`config.mk`:
```
export PLATFORM = sky130hd
export DESIGN_NAME = mthw_cell
export DESIGN_NICKNAME = d
export VERILOG_FILES = /design/src/rtl/core/multi_task_heartbeat_watchdog_macros.svh /design/src/rtl/core/mthw_pkg.sv /design/src/rtl/core/mthw_cell.sv
export SDC_FILE = /design/constraint.sdc
export NUM_CORES = 1
export LEC_CHECK = 0
export BUFFER_PORTS_ARGS = -buffer_cell sky130_fd_sc_hd__buf_2
export CELL_PAD_IN_SITES_DETAIL_PLACEMENT = 2
export CELL_PAD_IN_SITES_GLOBAL_PLACEMENT = 2
export CORE_ASPECT_RATIO = 0.6
export CORE_MARGIN = 3
export CORE_UTILIZATION = 31
export CTS_CLUSTER_SIZE = 25
export DETAILED_ROUTE_END_ITERATION = 8
export PLACE_DENSITY_LB_ADDON = 0.1
export RECOVER_POWER = 25
export SYNTH_ARGS = -nofsm -noshare
export SYNTH_HDL_FRONTEND = slang
export SYNTH_SLANG_ARGS = --single-unit
```
`constraint.sdc`:
```
create_clock -name i_clk -period 4.95 [get_ports i_clk]
set_input_delay 0.2475 -clock i_clk [delete_from_list [all_inputs] [get_ports i_clk]]
set_output_delay 0.2475 -clock i_clk [all_outputs]
set_load 0.02 [all_outputs]
```
`src/rtl/core/multi_task_heartbeat_watchdog_macros.svh`:
```
// Assertion macros shared by the heartbeat watchdog RTL.
// No dependencies; included by the files that carry assertions.
`ifndef MULTI_TASK_HEARTBEAT_WATCHDOG_MACROS_SVH
`define MULTI_TASK_HEARTBEAT_WATCHDOG_MACROS_SVH
`ifndef SYNTHESIS
// Checks that a property holds at every clock edge outside reset.
`define MTHW_ASSERT(lbl, clk, rstn, prop) \
    lbl: assert property (@(posedge clk) disable iff (!rstn) prop) \
        else $error("mthw: assertion failed");
// Checks that a condition never occurs outside reset.
`define MTHW_NEVER(lbl, clk, rstn, cond) \
    lbl: assert property (@(posedge clk) disable iff (!rstn) !(cond)) \
        else $error("mthw: forbidden condition seen");
`else
`define MTHW_ASSERT(lbl, clk, rstn, prop)
`define MTHW_NEVER(lbl, clk, rstn, cond)
`endif
`endif

```
`src/rtl/core/mthw_pkg.sv`:
```
// Package for the heartbeat watchdog: command and result codes, field
// widths and the structs that travel along the cell chain. No dependencies.
package mthw_pkg;

    // Default number of table slots.
    localparam int SLOTS_DEF = 8;

    // Width of a slot number carried in the chain; covers up to 64 slots.
    localparam int SLOT_W = 6;

    localparam int OP_W     = 2;
    localparam int ID_W     = 32;
    localparam int TIME_W   = 64;
    localparam int MISS_W   = 32;
    localparam int KIND_W   = 2;
    localparam int HEALTH_W = 2;
    localparam int OUT_SLOT_W = 3;

    // Command codes.
    localparam logic [OP_W-1:0] OP_CLEAR     = 2'd0;
    localparam logic [OP_W-1:0] OP_REGISTER  = 2'd1;
    localparam logic [OP_W-1:0] OP_HEARTBEAT = 2'd2;
    localparam logic [OP_W-1:0] OP_CHECK     = 2'd3;

    // Result kinds.
    localparam logic [KIND_W-1:0] KIND_ACK     = 2'd0;
    localparam logic [KIND_W-1:0] KIND_MISS    = 2'd1;
    localparam logic [KIND_W-1:0] KIND_SUMMARY = 2'd2;

    // Health levels, ordered by severity.
    localparam logic [HEALTH_W-1:0] HEALTH_OK      = 2'd0;
    localparam logic [HEALTH_W-1:0] HEALTH_LATE    = 2'd1;
    localparam logic [HEALTH_W-1:0] HEALTH_EXPIRED = 2'd2;

    // Token that walks the chain, one cell per cycle while the chain is not held, for heartbeat and check.
    typedef struct packed {
        logic                valid;
        logic [OP_W-1:0]     op;
        logic [ID_W-1:0]     id;
        logic [TIME_W-1:0]   now;
        logic                found;
        logic [SLOT_W-1:0]   slot;
        logic [HEALTH_W-1:0] worst;
    } t_tok;

    // Miss report raised by the cell that holds the token.
    typedef struct packed {
        logic              valid;
        logic [SLOT_W-1:0] slot;
        logic [ID_W-1:0]   task_id;
        logic [MISS_W-1:0] total;
    } t_rep;

    // One result item as held in the output register.
    typedef struct packed {
        logic [KIND_W-1:0]     kind;
        logic                  accepted;
        logic [OUT_SLOT_W-1:0] slot;
        logic [ID_W-1:0]       missed_task;
        logic [MISS_W-1:0]     miss_total;
        logic [HEALTH_W-1:0]   health;
        logic                  last;
    } t_res;

endpackage

```
`src/rtl/core/mthw_cell.sv`:
```
// One slot of the watchdog table and its stage of the token chain.
// Depends on mthw_pkg.
module mthw_cell #(
    parameter int IDX = 0
) (
    input  logic                        i_clk,
    input  logic                        i_rst_n,
    input  logic                        i_adv,
    input  logic                        i_used,
    input  mthw_pkg::t_tok              i_tok,
    output mthw_pkg::t_tok              o_tok,
    output mthw_pkg::t_rep              o_rep,
    output logic                        o_here,
    input  logic                        i_wr,
    input  logic [mthw_pkg::ID_W-1:0]   i_wr_task,
    input  logic [mthw_pkg::TIME_W-1:0] i_wr_period,
    input  logic [mthw_pkg::TIME_W-1:0] i_wr_now
);
    import mthw_pkg::*;

    localparam logic [SLOT_W-1:0] CELL_SLOT = SLOT_W'(IDX);

    t_tok              r_tok;
    logic [ID_W-1:0]   r_task;
    logic [TIME_W-1:0] r_period;
    logic [TIME_W-1:0] r_last_seen;
    logic [MISS_W-1:0] r_misses;

    logic              hit;
    logic              expired;
    logic              late;
    logic [TIME_W-1:0] elapsed;
    logic [MISS_W-1:0] n_misses;

    // Token register: takes the neighbor's token whenever the chain moves.
    always_ff @(posedge i_clk) begin
        if (!i_rst_n) begin
            r_tok.valid <= 1'b0;
        end else if (i_adv) begin
            r_tok.valid <= i_tok.valid;
        end
    end

    always_ff @(posedge i_clk) begin
        if (i_adv) begin
            r_tok.op    <= i_tok.op;
            r_tok.id    <= i_tok.id;
            r_tok.now   <= i_tok.now;
            r_tok.found <= i_tok.found;
            r_tok.slot  <= i_tok.slot;
            r_tok.worst <= i_tok.worst;
        end
    end

    // Compare this entry against the token it holds.
    always_comb begin
        elapsed  = r_tok.now - r_last_seen;
        n_misses = r_misses + MISS_W'(1);
        hit      = i_used && r_tok.valid && (r_tok.op == OP_HEARTBEAT)
                   && !r_tok.found && (r_task == r_tok.id);
        // Twice the period is formed by a shift within 64 bits: a top bit set never expires.
        expired  = i_used && r_tok.valid && (r_tok.op == OP_CHECK)
                   && !r_period[TIME_W-1]
                   && (elapsed > {r_period[TIME_W-2:0], 1'b0});
        late     = i_used && r_tok.valid && (r_tok.op == OP_CHECK)
                   && !expired && (elapsed > r_period);
    end

    // Token handed on to the next cell, with this entry's findings merged.
    always_comb begin
        o_tok = r_tok;
        if (hit) begin
            o_tok.found = 1'b1;
            o_tok.slot  = CELL_SLOT;
        end
        if (expired) begin
            o_tok.worst = HEALTH_EXPIRED;
        end else if (late && (r_tok.worst == HEALTH_OK)) begin
            o_tok.worst = HEALTH_LATE;
        end
    end

    // Miss report; all zero when idle so the top level can OR reports.
    always_comb begin
        o_rep = '0;
        if (expired) begin
            o_rep.valid   = 1'b1;
            o_rep.slot    = CELL_SLOT;
            o_rep.task_id = r_task;
            o_rep.total   = n_misses;
        end
    end

    assign o_here = r_tok.valid;

    // Entry storage: written by register, refreshed by heartbeat, counted by check.
    always_ff @(posedge i_clk) begin
        if (i_wr) begin
            r_task      <= i_wr_task;
            r_period    <= i_wr_period;
            r_last_seen <= i_wr_now;
            r_misses    <= '0;
        end else if (i_adv) begin
            if (hit) begin
                r_last_seen <= r_tok.now;
            end
            if (expired) begin
                r_misses <= n_misses;
            end
        end
    end

endmodule

```
==> flow_metrics.tcl <==
set metrics [dict create \
    status "finished, violations left" \
    violations "setup timing" \
    cap_violations 0 \
    cp_data_required_time_ps 4700 \
    wl_per_cell_um 23.5 \
    portBuffers 446 \
    hpwl_um 54300 \
    ios 453 \
    finalSetupViolCount 99 \
    die_h_um 198 \
    fin_crit_sh_pct 122 \
    antenna_found_initial 9 \
    max_freq_mhz 166 \
    p_int_mw 6.02 \
    first_pass_iters 4 \
    ant_nets 0 \
    placementRows 69 \
    rsz0062_at_grt "yes" \
    synth-seq-area-share_pct 45.5 \
    seqPwrFrac_pct 34.1 \
    cts_tree "built" \
    areaGrowthSynthToFinish_pct 51.0 \
    tns_ps -85010 \
    nNetsFinal 3136 \
    synth_largest_area_cell "edfxtp_1" \
    worstMarginPinSlew_ps 836 \
    start_kind "flop" \
    yosys_register_bits 300 \
    vias_per_cell 4.86 \
    synth_cells 1761 \
    mostFrequentLayoutCells "buf_2, buf_4, dlygate4sd3_1, edfxtp_1, ha_1" \
    die-area_um2 64600 \
    synth_top_area_share_pct 42.1 \
    routabilityCongestion 0.868 \
    fillCellCount 6172 \
    grt_max_degree 81 \
    grt.overflow.total 0 \
    finClkSkew_ps 34.9 \
    max_stage_delay_ps 450 \
    ys.flop_type "edfxtp_1" \
    power_frac_comb_pct 35.9 \
    period_minus_slack_ps 6030 \
    crit_path_frequent_cell "buf_6" \
    netlist_area_um2 19100 \
    layout_commonest_cell "buf_2" \
    core_um2 60000 \
    drive_gt1_share_pct 37.0 \
    p_sw_mw 3.04 \
    route.vias.total 17100 \
    clock_latency_ps 580 \
    start_util_pct 31.8 \
    grt_pass1_vias 19700 \
    grt_pass1_wl_um 121000 \
    clkSlewWorstSetupHoldPaths_ps 80 \
    hold_path_class "in2reg" \
    whs_path_depth 1 \
    hold_viol 0 \
    slowest_stage "edfxtp_1" \
    leakagePower_nw 13.0 \
    synth.avg_cell_area_um2 10.8 \
    clockBufferDepth 3 \
    switching_share_pct 33.6 \
    synth_edf_count 267 \
    ys_top_cells_by_area "edfxtp_1, ha_1, buf_4" \
    peakVddDrop_uv 207 \
    dp_slack_ps -998 \
    finalMaxSlewViolations 0 \
    root_buffer "clkbuf_16" \
    crit_fanout 10 \
    worstPathCellList "inv_1 -> ha_4 -> o21a_1 -> o31a_4 -> o21ai_4 -> buf_6 -> a2111o_1 -> nand4_4 -> a22oi_2 -> o31ai_4 -> a31oi_2 -> buf_4 -> a311o_1 -> ha_1 -> nand4_1 -> nor2_2 -> and3_4 -> nand2_4 -> o21ba_4 -> a31oi_4 -> buf_12 -> buf_6 -> and2_1 -> buf_2" \
    clock_sinks 300 \
    r2r_cells 27 \
    critical_path_arrival_ps 5790 \
    track_usage_pct 24.3 \
    die_x_um 326 \
    drt_iter0_markers 797 \
    async_flop_share_pct 0 \
    drc 0 \
    synth.distinct_cells 68 \
    cellPowerDensity_nw_per_um2 315 \
    wirelength_um 82800 \
    relSlewSlack_pct 43.8 \
    criticalPathCategory "reg2out" \
    endpoint_kind "output port" \
    yosysWarnings 0 \
    fin_util_pct 47.9 \
    layout_setup_ws_ps -1080 \
    h-tree-depth 2 \
    p_clk_share_pct 30.0 \
    cts_buffers 35 \
]
==> cell families after synthesis <==
family / Yosys count / synth area share, %
xor+xnor: 153 / 7.03
flops: 300 / 45.5
mux: 66 / 3.89
compound gates: 321 / 10.8
buf+inv: 308 / 8.25
simple gates: 420 / 11.8
fa+ha+maj: 192 / 12.6
other cells: 1 / 0.0197
==> layout make-up <==
cell class | count | area [um^2] | area share, %
diodes | 6 | 15.0 | 0.0522
clock buffers | 42 | 912 | 3.17
inverters | 156 | 586 | 2.04
well taps | 816 | 1020 | 3.55
repair buffers | 1020 | 7690 | 26.7
multi-input cells | 1158 | 9640 | 33.5
flip-flops and latches | 300 | 8680 | 30.2
clock inverters | 22 | 224 | 0.778
==> cell usage after synthesis, drive strengths merged, types with 12 or more instances <==
| master | n |
|---|---|
| o21bai | 12 |
| xnor2 | 79 |
| mux2 | 64 |
| nand2 | 70 |
| nor2 | 78 |
| edfxtp | 267 |
| clkbuf | 32 |
| a21oi | 107 |
| buf | 120 |
| o21ai | 64 |
| nor3 | 15 |
| nand4 | 64 |
| a31oi | 13 |
| inv | 155 |
| and3 | 16 |
| ha | 191 |
| dfxtp | 33 |
| nor2b | 17 |
| xor2 | 74 |
| nand3 | 46 |
| and2 | 75 |
| a21o | 75 |
==> final timing paths <==
kind / from / to / slack (ps)
worst max-delay path: r_last_seen[3] / o_rep[30] / -1080
worst min-delay path: i_adv / o_tok[85] / 210
worst max register to register: r_last_seen[3] / r_misses[14] / -660
worst min register to register: r_misses[1] / r_misses[1] / 520
==> layer usage <==
layer  GRT usage, %  up-vias  part of all wire (%)
met5              0        -                 0.025
met3           3.97      105                   3.9
met4           5.65        4                   2.1
met2           42.8      369                    50
li1               -     8037                     -
met1           31.3     8604                    44
==> timing repair <==
action,CTS,global route
pin swaps,54,58
setup endpoints to repair,99,99
endpoints found under the hold margin,268,0
resized for setup,129,169
setup buffers,32,6
gates cloned,0,3
hold buffers,269,0
==> power by group through the flow <==
stage / clock network [mW] / logic, mW / registers (mW)
floorplan: 0 / 1.57 / 3.08
global placement: 0 / 2.62 / 3.12
detailed placement: 0 / 2.75 / 3.12
CTS: 2.74 / 3.10 / 3.07
global route: 2.89 / 3.59 / 3.11
finish: 2.72 / 3.25 / 3.09
==> flip-flops by register name, summed over array words and instances, names as in the netlist <==
name / cells
r_task: 32
r_misses: 32
r_tok: 9
r_last_seen: 64
o_here: 1
r_period: 64
o_tok: 98
==> critical path, delay by kind of cell (launching register included) <==
kind	cells	cell delay (ps)
simple gates	6	930
fa+ha+maj	2	620
buf+inv	6	960
flops	1	450
compound gates	10	2210
==> stage by stage <==
step                      instance area [um^2]  power, mW  hold slack [ps]  cells
after floorplan                          19100       4.66              346   1766
after global placement                   23500       5.73              424   3144
after detailed placement                 23500       5.87              426   3144
after CTS                                28000       8.92              205   3505
after global routing                     28800       9.58              218   3520
final                                    28800       9.06              209   3520
(Power assumes the default switching activity.)
